[config.mk]
export PLATFORM = sky130hd
export DESIGN_NAME = pgb_width_mem
export DESIGN_NICKNAME = d
export VERILOG_FILES = /design/src/rtl/core/pgb_width_mem.sv
export SDC_FILE = /design/constraint.sdc
export NUM_CORES = 1
export LEC_CHECK = 0
export BUFFER_PORTS_ARGS = -buffer_cell sky130_fd_sc_hd__buf_4
export CAP_MARGIN = 20
export CORE_ASPECT_RATIO = 1.25
export CORE_MARGIN = 1.5
export CORE_UTILIZATION = 40
export CTS_CLUSTER_DIAMETER = 60
export CTS_CLUSTER_SIZE = 28
export DETAILED_ROUTE_END_ITERATION = 10
export PLACE_DENSITY_LB_ADDON = 0.12
export SKIP_LAST_GASP = 1
export SLEW_MARGIN = 5
export SYNTH_ARGS = -nofsm -noshare
export SYNTH_HDL_FRONTEND = slang
export SYNTH_SLANG_ARGS = --single-unit
[constraint.sdc]
create_clock -name i_clk -period 2.95 [get_ports i_clk]
set_input_delay 0.1475 -clock i_clk [delete_from_list [all_inputs] [get_ports i_clk]]
set_output_delay 0.1475 -clock i_clk [all_outputs]
set_load 0.01 [all_outputs]
[src/rtl/core/pgb_width_mem.sv]
module pgb_width_mem #(
    parameter int DEPTH = 96,
    parameter int AW    = 7
) (
    input  logic          i_clk,
    input  logic          i_wr_en,
    input  logic [AW-1:0] i_wr_addr,
    input  logic [7:0]    i_wr_data,
    input  logic          i_rd_en,
    input  logic [AW-1:0] i_rd_addr,
    output logic [7:0]    o_rd_data
);

    // Advance width table shared by all fonts.
    logic [7:0] r_mem [DEPTH];
    logic [7:0] r_rd_data;

    always_ff @(posedge i_clk) begin
        if (i_wr_en) begin
            r_mem[i_wr_addr] <= i_wr_data;
        end
    end

    always_ff @(posedge i_clk) begin
        if (i_rd_en) begin
            r_rd_data <= r_mem[i_rd_addr];
        end
    end

    assign o_rd_data = r_rd_data;

endmodule

==> flow_metrics.env <==
export IMPL_setup_tns_final_ps=0
export IMPL_crit_type="reg2reg"
export IMPL_p_leak_nw=10.7
export IMPL_worst_path_max_fanout=1
export IMPL_pwr_density_cell_nw_per_um2=606
export IMPL_dp_hpwl_mm=47.1
export IMPL_cts_sinks=776
export IMPL_cts_tree="yes"
export IMPL_cts_path_max_buffers=3
export IMPL_timing_final_crit_share=0.798
export IMPL_synth_top_area_cell="edfxtp_1"
export IMPL_cts_max_level=2
export IMPL_syn_num_nets=1462
export IMPL_synthXorXnorAreaFrac=0
export IMPL_final_common_cell="edfxtp_1"
export IMPL_n_fill_cell=6263
export IMPL_path_cells="mux4_2, mux2_2, a221oi_1, a221oi_1, a211o_1"
export IMPL_cts_setup_buffers=0
export IMPL_totalWireLength_mm=75.6
export IMPL_top_layer_used="met4"
export IMPL_synthDominantCellAreaShare=0.773
export IMPL_cp_required_ps=3330
export IMPL_cp_top_family="compound AO/OA/AOI/OAI gates"
export IMPL_synth_seq_cells=776
export IMPL_numPortBuffers=32
export IMPL_drt_pass1_iterations=5
export IMPL_grt_pass1_vias=15300
export IMPL_vias=14500
export IMPL_setup_viol=0
export IMPL_slew_violations=0
export IMPL_synthCells=1437
export IMPL_avgSynthCellArea_sq_um=21.0
export IMPL_synth_top_family_by_area="multiplexers"
export IMPL_area_growth_pct=13.0
export IMPL_arrival_ps=2730
export IMPL_numCtsBuffers=45
export IMPL_critPathLaunchType="register"
export IMPL_muxShareOfSynthArea=0.152
export IMPL_syn_area_sq_um=30100
export IMPL_clk_pin_slew_ps=100
export IMPL_nets=1610
export IMPL_boundaryPins=33
export IMPL_peakVddDrop_mv=0.582
export IMPL_relSlewSlack=0.280
export IMPL_wl_met2_mm=39.2
export IMPL_route_detailed_drc=0
export IMPL_max_freq_mhz=425
export IMPL_timing_final_hold_violations=0
export IMPL_max_cap_violations=0
export IMPL_synth_compound_area_frac=0.0250
export IMPL_wl_met1_mm=32.0
export IMPL_diodes=0
export IMPL_antenna_found_initial=1
export IMPL_netlist_cell_type_count=45
export IMPL_rsz0062_at_grt="no"
export IMPL_yosysWarnings=0
export IMPL_cts_root_buffer="clkbuf_16"
export IMPL_grt_overflow=0
export IMPL_grt_pass1_wl_mm=110
export IMPL_drive_gt1_frac=0.266
export IMPL_mostFrequentLayoutCells="edfxtp_1, mux4_2, buf_4"
export IMPL_clk_latency_ps=620
export IMPL_die_area_sq_um=77000
export IMPL_critPathSlowestCell="a221oi_1"
export IMPL_status="finished, final reports clean"
export IMPL_num_rows=112
export IMPL_grt_usage=0.198
export IMPL_gp_congestion=0.817
export IMPL_core_sq_um=74700
export IMPL_cpPeakStageDelay_ps=550
export IMPL_drtIter0Drc=1182
export IMPL_worstPathBufferInverterCount=0
export IMPL_wl_met3_mm=2.53
export IMPL_wire_per_inst_microns=29.2
export IMPL_synth_top_cells_by_area="edfxtp_1, mux4_2, mux2i_1"
export IMPL_synth_seq_area_share=0.773
export IMPL_viasPerCell=5.62
export IMPL_finalClockSkew_ps=28.2
export IMPL_fin_crit_ps=2350
export IMPL_fp_dieW_microns=249
export IMPL_synthSimpleGateAreaFrac=0.0362
export IMPL_endpoint_kind="register"
export IMPL_post_cts_resized=0
export IMPL_grt_max_degree=97
export IMPL_power_total_mw=20.6
export IMPL_worstMarginPinSlew_ps=1080
export IMPL_hold_buffers=1
export IMPL_fp_dieH_microns=310
export IMPL_path_common_cell="a221oi_1"
export IMPL_hold_class="in2reg"
export IMPL_initial_utilization=0.404
export IMPL_synth_fa_ha_area_frac=0
export IMPL_postRouteAntennaNets=0
## state kept, by name, summed over array words and instances (netlist names)
register   count
r_mem        768
o_rd_data      8
## stage by stage
| stage | std cells | area, sq um | util | hold WS (ps) | setup slack, ps |
|---|---|---|---|---|---|
| global placement | 2500 | 32400 | 0.433 | 538 | 171 |
| floorplan | 1437 | 30100 | - | 246 | 943 |
| CTS | 2583 | 34000 | 0.455 | 44.4 | 609 |
| finish | 2589 | 34100 | 0.456 | 77.5 | 596 |
| detailed placement | 2500 | 32400 | 0.433 | 536 | 129 |
| global route | 2589 | 34100 | 0.456 | 45.7 | 516 |
## metal layers
layer	vias up	global-route usage
met3	86	0.0210
li1	6269	-
met4	0	0.0561
met2	290	0.349
met5	-	0
met1	7898	0.263
## tightest hold or removal path: cells and delay by family
| family | cells | cell delay (ps) |
|---|---|---|
| AND/OR/NAND/NOR | 2 | 190 |
| buffers and inverters | 1 | 180 |
## final cells by class
type / instances / area, sq um / area share
clock buffer: 48 / 1160 / 0.0340
clock inverter: 34 / 428 / 0.0126
inverter: 2 / 7.51 / 0.000220
multi-input combinational: 588 / 6440 / 0.189
sequential: 776 / 23300 / 0.684
tap: 969 / 1210 / 0.0356
timing repair buffer: 172 / 1510 / 0.0444
## path summary, 6_finish.rpt
| check | start | to | slack, ps | cells after the start |
|---|---|---|---|---|
| max reg2reg | r_mem[13][2] | o_rd_data[2] | 600 | 5 |
| min | i_wr_addr[0] | r_mem[43][6] | 80 | 3 |
| min reg2reg | r_mem[78][7] | o_rd_data[7] | 970 | 4 |
| max | r_mem[13][2] | o_rd_data[2] | 600 | 5 |
## cell usage after synthesis
master,n
a221oi_1,9
buf_2,23
a211oi_1,4
and2_1,4
nor2_1,108
or3_1,1
mux2i_1,52
a211o_1,2
o21ai_0,10
a221o_1,3
nand4_1,1
buf_1,5
a311oi_1,1
nand3b_1,1
inv_1,1
buf_4,17
mux2_2,4
and2b_1,1
nand2_1,57
o21a_1,2
o22a_1,1
a31oi_1,7
inv_2,1
a22o_1,2
o22ai_1,9
o221ai_1,4
o21ai_1,3
a22oi_1,30
o211ai_1,2
nand2b_1,9
nor2b_1,17
o41ai_1,1
a2111oi_0,3
and3_1,2
o2111ai_1,3
buf_6,5
mux4_2,179
o31ai_1,2
a21oi_1,6
clkbuf_1,21
nand3_1,34
edfxtp_1,776
and2_0,1
nor3_1,11
or2_2,2
## report_power, final
group | switching, mW | total [mW] | internal, mW
combinational | 0.747 | 1.19 | 0.440
clock | 3.93 | 7.26 | 3.33
sequential | 0.0236 | 12.2 | 12.2
## cells by family after synthesis
logic type | Yosys count
compound gates | 104
buf+inv | 73
mux | 235
simple gates | 249
flops | 776
Note: power is estimated with default switching activity, not from simulation.
