**src/rtl/core/pgb_pkg.sv**
```systemverilog
package pgb_pkg;

    // Request kinds carried in req_type.
    localparam logic [1:0] REQ_LOAD_PIXEL = 2'd0;
    localparam logic [1:0] REQ_LOAD_WIDTH = 2'd1;
    localparam logic [1:0] REQ_SET_PEN    = 2'd2;
    localparam logic [1:0] REQ_DRAW       = 2'd3;

    // Character codes with a fixed meaning.
    localparam logic [7:0] CODE_FIRST = 8'h20;
    localparam logic [7:0] CODE_FONT0 = 8'h7B;
    localparam logic [7:0] CODE_FONT1 = 8'h7D;
    localparam logic [7:0] CODE_FONT2 = 8'h5B;

    // Configuration register indexes, selected by paddr[2].
    localparam logic REG_GLYPH_WIDTH  = 1'b0;
    localparam logic REG_GLYPH_HEIGHT = 1'b1;

    localparam logic [4:0] GLYPH_DIM = 5'd16;

    // Side information that travels with one font memory read.
    typedef struct packed {
        logic half;
        logic last;
    } t_row_tag;

    // Glyph width and height settings above 16 behave as 16.
    function automatic logic [4:0] clamp16(input logic [4:0] v);
        clamp16 = (v > GLYPH_DIM) ? GLYPH_DIM : v;
    endfunction

endpackage

```
**src/rtl/core/pgb_out_stage.sv**
```systemverilog
module pgb_out_stage #(
    parameter int ADDR_W     = 20,
    parameter int FRAME_SIZE = 307200
) (
    input  logic                i_clk,
    input  logic                i_rst_n,
    input  logic                i_issue,
    input  logic [ADDR_W-1:0]   i_addr,
    input  pgb_pkg::t_row_tag   i_tag,
    input  logic [63:0]         i_rd_data,
    input  logic [4:0]          i_width,
    output logic                o_can_issue,
    output logic                o_out_valid,
    input  logic                i_out_stall,
    output logic [18:0]         o_write_address,
    output logic [63:0]         o_pixel_bytes,
    output logic [7:0]          o_write_mask,
    output logic                o_last
);
    import pgb_pkg::*;

    // Stage one waits on the memory read data; stage two is the output register.
    logic              r_s1_v;
    logic [ADDR_W-1:0] r_s1_addr;
    t_row_tag          r_s1_tag;
    logic              r_s2_v;
    logic [18:0]       r_s2_addr;
    logic [63:0]       r_s2_bytes;
    logic [7:0]        r_s2_mask;
    logic              r_s2_last;

    logic              w_s2_free;
    logic              w_s1_move;
    logic [ADDR_W-1:0] w_room_full;
    logic [3:0]        w_room;
    logic [7:0]        w_mask;
    logic [63:0]       w_bytes;
    logic [7:0]        w_pix;

    assign w_s2_free   = !r_s2_v || !i_out_stall;
    assign w_s1_move   = r_s1_v && w_s2_free;
    assign o_can_issue = !r_s1_v || w_s2_free;

    // Number of the eight pixels that still lie inside the frame.
    always_comb begin
        w_room_full = ADDR_W'(FRAME_SIZE) - r_s1_addr;
        if (r_s1_addr >= ADDR_W'(FRAME_SIZE)) begin
            w_room = 4'd0;
        end else if (w_room_full >= ADDR_W'(8)) begin
            w_room = 4'd8;
        end else begin
            w_room = 4'(w_room_full);
        end
    end

    // A pixel is written when inside the glyph width, nonzero and inside the frame.
    always_comb begin
        w_mask  = '0;
        w_bytes = '0;
        for (int i = 0; i < 8; i++) begin
            w_pix = i_rd_data[8*i +: 8];
            if (({1'b0, r_s1_tag.half, 3'(i)} < i_width) && (w_pix != 8'd0) &&
                (4'(i) < w_room)) begin
                w_mask[i]       = 1'b1;
                w_bytes[8*i +: 8] = w_pix;
            end
        end
    end

    always_ff @(posedge i_clk) begin
        if (!i_rst_n) begin
            r_s1_v <= 1'b0;
            r_s2_v <= 1'b0;
        end else begin
            if (i_issue) begin
                r_s1_v <= 1'b1;
            end else if (w_s1_move) begin
                r_s1_v <= 1'b0;
            end
            if (w_s1_move) begin
                r_s2_v <= 1'b1;
            end else if (!i_out_stall) begin
                r_s2_v <= 1'b0;
            end
        end
    end

    always_ff @(posedge i_clk) begin
        if (i_issue) begin
            r_s1_addr <= i_addr;
            r_s1_tag  <= i_tag;
        end
        if (w_s1_move) begin
            r_s2_addr  <= 19'(r_s1_addr);
            r_s2_bytes <= w_bytes;
            r_s2_mask  <= w_mask;
            r_s2_last  <= r_s1_tag.last;
        end
    end

    assign o_out_valid     = r_s2_v;
    assign o_write_address = r_s2_addr;
    assign o_pixel_bytes   = r_s2_bytes;
    assign o_write_mask    = r_s2_mask;
    assign o_last          = r_s2_last;

endmodule
```
**config.mk**
```make
export PLATFORM = sky130hd
export DESIGN_NAME = pgb_out_stage
export DESIGN_NICKNAME = d
export VERILOG_FILES = /design/src/rtl/core/pgb_pkg.sv /design/src/rtl/core/pgb_out_stage.sv
export SDC_FILE = /design/constraint.sdc
export NUM_CORES = 1
export LEC_CHECK = 0
export BUFFER_PORTS_ARGS = -buffer_cell sky130_fd_sc_hd__buf_2
export CORE_UTILIZATION = 49
export CTS_BUF_LIST = sky130_fd_sc_hd__clkbuf_16
export DETAILED_ROUTE_END_ITERATION = 16
export PLACE_DENSITY = 0.86
export SLEW_MARGIN = 10
export SYNTH_ARGS = -nofsm -noshare
export SYNTH_HDL_FRONTEND = slang
export SYNTH_SLANG_ARGS = --single-unit
```
**constraint.sdc**
```tcl
create_clock -name i_clk -period 12.7 [get_ports i_clk]
set_input_delay 2.54 -clock i_clk [delete_from_list [all_inputs] [get_ports i_clk]]
set_output_delay 2.54 -clock i_clk [all_outputs]
set_load 0.02 [all_outputs]
```
==> impl_metrics.py, run 1 <==
metrics = {
    "clock_tree": {
        "clockBufferDepth": 2,
        "cts_max_level": 4,
        "cts-root-buf": "clkbuf_16",
        "clkTransAtPathRegs_ps": 50,
        "cts.sinks": 116,
        "postCtsHoldBufs": 0,
        "clock_latency_ps": 400,
        "cts_tree": "done",
        "post_cts_buffers": 0,
        "numCtsBuffers": 17,
        "cts.repair.resized": 0,
    },
    "final_layout": {
        "insertedDiodeCount": 0,
        "final_core_util": 0.679,
        "drive_gt1_frac": 0.389,
        "final_cell_mix": "buf_2 (188), edfxtp_1 (114), nand2_1 (69)",
        "layout_commonest_cell": "buf_2",
        "fin_nets": 686,
        "area_delta_synth_final_pct": 33.8,
    },
    "global_route": {
        "grt_max_degree": 93,
        "antenna_found_initial": 0,
        "grt-ovfl-total": 0,
        "grt_pass1_wl_um": 16200,
        "grt_pass1_vias": 3569,
        "grt_use_total": 0.210,
    },
    "setup_path": {
        "crit_fanout": 3,
        "startpoint_type": "primary input",
        "cp-end-kind": "output pin",
        "required_ps": 10160,
        "criticalPathCategory": "in -> out",
        "arrival_ps": 2940,
    },
    "routing": {
        "num_vias": 3814,
        "wire_per_inst_um": 15.4,
        "avgViaCountPerCell": 5.20,
        "drcViolationCount": 0,
        "drt_pass1_iterations": 4,
        "ant_nets": 0,
        "drt_wl_total_um": 11300,
        "drt_iter0_markers": 134,
    },
    "synthesis": {
        "netlist_area_mm2": 0.00498,
        "syn_inst": 390,
        "async_flop_share": 0,
        "synth_flop_cell": "edfxtp_1",
        "synth_edf_count": 114,
        "syn_area_per_cell_um2": 12.8,
        "ys_ff_latch": 116,
        "ys_types": 55,
        "syn_nets": 488,
        "yosysSeqAreaShare": 0.695,
        "yosysWarnings": 0,
    },
    "placement": {
        "io_buffers": 188,
        "dp_slack_ps": 7220,
        "gp_congestion": 0.842,
        "dp_hpwl_um": 8260,
    },
    "timing": {
        "hold_violations": 0,
        "setup_slack_ps": 7220,
        "tns_ps": 0,
        "worst_pin_slew_ps": 1150,
        "rsz0062_at_grt": "no",
        "finalSetupViolCount": 0,
        "fin_crit_sh": 0.432,
        "skew_ps": 4.44,
        "clock.fmax_ghz": 0.182,
        "fin_crit_ps": 5480,
        "slew_viol_final": 0,
        "max_slew_margin": 0.231,
    },
    "pwr": {
        "power.density_mw_per_mm2": 157,
        "p_total_mw": 1.05,
        "cell_internal_pwr_mw": 0.809,
        "netSwitchingPower_mw": 0.237,
        "clkPwrFrac": 0.458,
        "irDropWorstVdd_mv": 0.0834,
        "switching_share": 0.226,
        "combPwrFrac": 0.100,
        "p_leak_nw": 2.81,
        "seq_power_share": 0.442,
    },
    "outcome": {
        "outcome": "finished clean",
    },
    "floorplan": {
        "fp.dieW_um": 103,
        "die_y_um": 103,
        "start_util": 0.507,
        "core_mm2": 0.00982,
        "placement_rows": 36,
        "ios": 189,
        "dieArea_mm2": 0.0106,
    },
    "worst_hold_path": {
        "hp-class": "reg -> reg",
    },
    "job": {
        "drv_cap": 0,
    },
}
## stage by stage
step / cell area (µm²) / std cells / hold slack (ps)
CTS: 6660 / 734 / 421
floorplan: 4980 / 390 / 400
global route: 6660 / 734 / 420
global placement: 6070 / 702 / 409
detailed placement: 6070 / 702 / 409
finish: 6660 / 734 / 419
## flip-flops by register name (all words and copies together), names as in the netlist
name             flops
o_write_mask         8
o_pixel_bytes       64
r_s1_v               1
r_s1_tag             2
o_out_valid          1
r_s1_addr           20
o_write_address     19
o_last               1
## cells in the mapped netlist, drive strengths merged, types with 3 or more instances
cell type	n	area, µm²
inv	8	30.0
buf	9	40.0
and3	4	25.0
a21oi	6	30.0
and2	11	68.8
o21ai	3	15.0
nand4	3	33.8
ha	3	37.5
and4	5	46.3
nand2b	5	31.3
edfxtp	114	3420
a21boi	5	37.5
nor3	6	41.3
nand2	69	259
nand3	8	40.0
nor2	66	248
nor4	22	174
nor2b	5	31.3
## worst max-delay path, stage by stage
cell and delay, ps:
buf_2 130, nand3_1 100, buf_2 170
## power groups by stage
stage | clock, mW | combinational [mW] | sequential [mW]
2_1_floorplan | 0 | 0.0407 | 0.491
3_3_place_gp | 0 | 0.101 | 0.468
3_5_place_dp | 0 | 0.104 | 0.470
4_1_cts | 0.486 | 0.105 | 0.462
5_1_grt | 0.501 | 0.114 | 0.465
6_report | 0.479 | 0.104 | 0.462
## kinds of logic (layout without fill, tap and decap cells)
| group | after synthesis | count (layout) | share of synthesized area |
|---|---|---|---|
| multiplexers | 3 | 3 | 0.00703 |
| AO/OA/AOI/OAI | 30 | 30 | 0.0497 |
| flip-flops | 116 | 116 | 0.695 |
| XOR/XNOR | 2 | 2 | 0.00352 |
| adder cells (fa/ha/maj) | 3 | 3 | 0.00754 |
| buffers and inverters | 19 | 230 | 0.0156 |
| AND/OR/NAND/NOR | 217 | 217 | 0.221 |
## layout make-up
cell class,instances,area (µm²)
flip-flops and latches,116,3460
well taps,133,166
fillers,711,3160
clock inverters,15,171
clock buffers,17,425
repair buffers,190,956
inverters,8,30.0
multi-input cells,255,1450
## final timing paths
check,from,endpoint,slack (ps),depth (start not counted)
worst max-delay path,i_out_stall,o_can_issue,7220,3
worst min-delay path,r_s1_tag[0]$_DFFE_PP_,o_last$_DFFE_PP_,420,0
worst max register to register,r_s1_addr[0]$_DFFE_PP_,o_pixel_bytes[30]$_SDFFCE_PN0P_,9690,8
worst min register to register,r_s1_tag[0]$_DFFE_PP_,o_last$_DFFE_PP_,420,0
## per-layer routing
layer | GRT usage | part of all wire
met5 | 0 | 0
met4 | 0.109 | 0.025
met3 | 0.0576 | 0.072
met2 | 0.385 | 0.52
met1 | 0.219 | 0.38
Note: power is estimated with default switching activity, not from simulation.
==> inputs of run 2 (changes only) <==
--- a/config.mk
+++ b/config.mk
@@ -5,8 +5,9 @@
 export SDC_FILE = /design/constraint.sdc
 export NUM_CORES = 1
 export LEC_CHECK = 0
+export ABC_AREA = 1
 export BUFFER_PORTS_ARGS = -buffer_cell sky130_fd_sc_hd__buf_2
-export CORE_UTILIZATION = 49
+export CORE_UTILIZATION = 50
 export CTS_BUF_LIST = sky130_fd_sc_hd__clkbuf_16
 export DETAILED_ROUTE_END_ITERATION = 16
 export PLACE_DENSITY = 0.86
==> constraint.sdc (replaced) <==
create_clock -name i_clk -period 5.1 [get_ports i_clk]
set_input_delay 1.02 -clock i_clk [delete_from_list [all_inputs] [get_ports i_clk]]
set_output_delay 1.02 -clock i_clk [all_outputs]
set_load 0.02 [all_outputs]
==> run 2 against run 1 <==
  * Register-to-register slack lost 7400 ps
  * Design area grew 5.7%
  * Critical path depth grew 10
  * Sequential power grew 150%
  * Count of clock-buffer cells in the layout is the same
==> impl_metrics.py, run 2 <==
metrics = {
    "outcome": {
        "outcome": "finished clean",
    },
    "clock_tree": {
        "cts-root-buf": "clkbuf_16",
        "post_cts_buffers": 0,
        "postCtsHoldBufs": 0,
        "clockBufferDepth": 2,
        "cts_max_level": 4,
        "numCtsBuffers": 17,
        "cts_tree": "done",
        "cts.sinks": 116,
        "cts.repair.resized": 0,
        "clkTransAtPathRegs_ps": 60,
        "clock_latency_ps": 410,
    },
    "pwr": {
        "p_total_mw": 2.68,
        "seq_power_share": 0.430,
        "clkPwrFrac": 0.449,
        "p_leak_nw": 3.41,
        "cell_internal_pwr_mw": 2.00,
        "irDropWorstVdd_mv": 0.205,
        "switching_share": 0.255,
        "combPwrFrac": 0.121,
        "netSwitchingPower_mw": 0.683,
        "power.density_mw_per_mm2": 381,
    },
    "routing": {
        "avgViaCountPerCell": 4.88,
        "ant_nets": 0,
        "drt_iter0_markers": 264,
        "num_vias": 4325,
        "wire_per_inst_um": 14.3,
        "drt_pass1_iterations": 5,
        "drt_wl_total_um": 12600,
        "drcViolationCount": 0,
    },
    "synthesis": {
        "yosysWarnings": 0,
        "syn_nets": 626,
        "yosysSeqAreaShare": 0.654,
        "yosysMostFrequentCell": "edfxtp_1",
        "syn_inst": 528,
        "ys_ff_latch": 116,
        "syn_area_per_cell_um2": 10.0,
        "synth_flop_cell": "edfxtp_1",
        "netlist_area_mm2": 0.00530,
        "yosys-top-cells-area": "edfxtp_1 (65%), inv_1 (7.9%), nand2_1 (6.9%)",
        "yosysTopAreaCellShare": 0.646,
        "synth_common_cells": "edfxtp_1 (114), inv_1 (111), nand2_1 (97)",
        "ys_types": 25,
        "async_flop_share": 0,
        "synth_edf_count": 114,
        "yosys.area.top_type": "edfxtp_1",
    },
    "final_layout": {
        "layout_commonest_cell": "buf_2",
        "largest_register_ffs": 64,
        "insertedDiodeCount": 0,
        "regArea_mm2": 0.00346,
        "area_delta_synth_final_pct": 32.9,
        "final_cell_mix": "buf_2 (188), edfxtp_1 (114), inv_1 (111)",
        "fillCellCount": 774,
        "fin_nets": 835,
        "multi_input_area_mm2": 0.00142,
        "drive_gt1_frac": 0.321,
    },
    "job": {
        "drv_cap": 0,
    },
    "global_route": {
        "grt_use_total": 0.232,
        "grt-ovfl-total": 0,
        "grt_max_degree": 37,
        "antenna_found_initial": 0,
        "grt_pass1_vias": 4214,
        "grt_pass1_wl_um": 19300,
    },
    "floorplan": {
        "die_y_um": 105,
        "core_mm2": 0.0103,
        "ios": 189,
        "fp.dieW_um": 105,
        "dieArea_mm2": 0.0110,
        "start_util": 0.516,
        "placement_rows": 37,
    },
    "setup_path": {
        "cp-end-kind": "register",
        "r2r_start": "r_s1_addr[0]$_DFFE_PP_",
        "worstRegToRegCells": 13,
        "crit_fanout": 9,
        "arrival_ps": 2940,
        "cp_top_family": "simple AND/OR/NAND/NOR gates",
        "slowest_stage": "edfxtp_1",
        "path_cells": "clkinv_1 > ha_1 > nand2_2 > nor2_4 > nand3_1 > nand2_1 > nand2_1 > nand2_1 > nand2_1 > nor2_1 > nand4_1 > nand2_1 > nor3_1",
        "r2r-end": "o_pixel_bytes[33]$_SDFFCE_PN0P_",
        "critPathBufInv": 1,
        "worst_path_most_repeated_cell": "nand2_1",
        "cp_slowest_stage_delay_ps": 420,
        "required_ps": 5240,
        "criticalPathCategory": "reg -> reg",
        "ff2ff_setup_slack_ps": 2300,
        "startpoint_type": "register",
    },
    "timing": {
        "hold_violations": 0,
        "finalSetupViolCount": 0,
        "worst_pin_slew_ps": 793,
        "fin_crit_ps": 2800,
        "skew_ps": 10.2,
        "tns_ps": 0,
        "max_slew_margin": 0.470,
        "slew_viol_final": 0,
        "rsz0062_at_grt": "no",
        "fin_crit_sh": 0.549,
        "clock.fmax_ghz": 0.357,
    },
    "worst_hold_path": {
        "hp-start": "r_s1_tag[0]$_DFFE_PP_",
        "hold_depth": 0,
        "min_to": "o_last$_DFFE_PP_",
        "hp-class": "reg -> reg",
    },
    "placement": {
        "gp_congestion": 0.831,
        "dp_hpwl_um": 9510,
        "io_buffers": 188,
    },
}
==> run 2: cell types whose count changed in the layout (fill, tap and decap cells not counted), moves of 6 or more <==
cell / delta
nand3_1: +23
nand2_1: +28
and2_1: -10
nor2_1: +29
inv_1: +101
nand2_2: +6
a21oi_1: +6
==> run 2: per-stage QoR <==
step           setup slack (ps)  cell area, µm²  instances  hold slack (ps)   util
3_3_place_gp               2370            6430        854              412  0.626
2_1_floorplan              1150            5300        528              400      -
6_report                   2300            7040        886              435  0.685
4_1_cts                    2320            7040        886              441  0.685
5_1_grt                    1960            7040        886              442  0.685
3_5_place_dp               2310            6430        854              434  0.626
==> run 2: kinds of logic after synthesis <==
kind of cell | after synthesis | synth area share
AO/OA/AOI/OAI | 23 | 0.0264
XOR/XNOR | 1 | 0.00165
adder cells (fa/ha/maj) | 3 | 0.00708
buffers and inverters | 112 | 0.0793
flip-flops | 116 | 0.654
AND/OR/NAND/NOR | 273 | 0.232
==> run 2: area by class of cell <==
| type | instances | area share |
|---|---|---|
| multi-input cells | 300 | 0.202 |
| clock buffers | 17 | 0.0604 |
| inverters | 112 | 0.0597 |
| repair buffers | 190 | 0.136 |
| well taps | 136 | 0.0242 |
| flip-flops and latches | 116 | 0.492 |
| clock inverters | 15 | 0.0259 |
==> run 2: routing by layer <==
metal	global-route usage	vias to the layer above	routed length, µm
met5	0	-	0
met2	0.418	173	6580
met3	0.0536	22	777
met4	0.113	0	278
li1	-	2154	-
met1	0.256	1976	5010
==> run 2: worst reg2reg max path, delay by kind of cell (launching register included) <==
family | cells | cell delay [ps]
buf+inv | 1 | 180
flops | 1 | 420
fa+ha+maj | 1 | 340
simple gates | 11 | 1600
==> run 2: worst max path at each step <==
stage | startpoint | end | slack, ps | cells past startpoint
after CTS | r_s1_addr[0]$_DFFE_PP_ | o_pixel_bytes[33]$_SDFFCE_PN0P_ | 2320 | 13
after detailed placement | i_out_stall | o_pixel_bytes[44]$_SDFFCE_PN0P_ | 2310 | 5
after global placement | i_out_stall | o_pixel_bytes[6]$_SDFFCE_PN0P_ | 2370 | 5
final | r_s1_addr[0]$_DFFE_PP_ | o_pixel_bytes[33]$_SDFFCE_PN0P_ | 2300 | 13
after floorplan | i_out_stall | o_last$_DFFE_PP_ | 1150 | 3
after global routing | r_s1_addr[0]$_DFFE_PP_ | o_pixel_bytes[33]$_SDFFCE_PN0P_ | 1960 | 15
==> run 2: power by group through the flow <==
stage               combinational, mW  clock [mW]  sequential, mW
global route                    0.361        1.25            1.16
CTS                             0.327        1.22            1.15
floorplan                       0.145           0            1.22
global placement                0.314           0            1.17
finish                          0.325        1.20            1.15
detailed placement              0.325           0            1.17
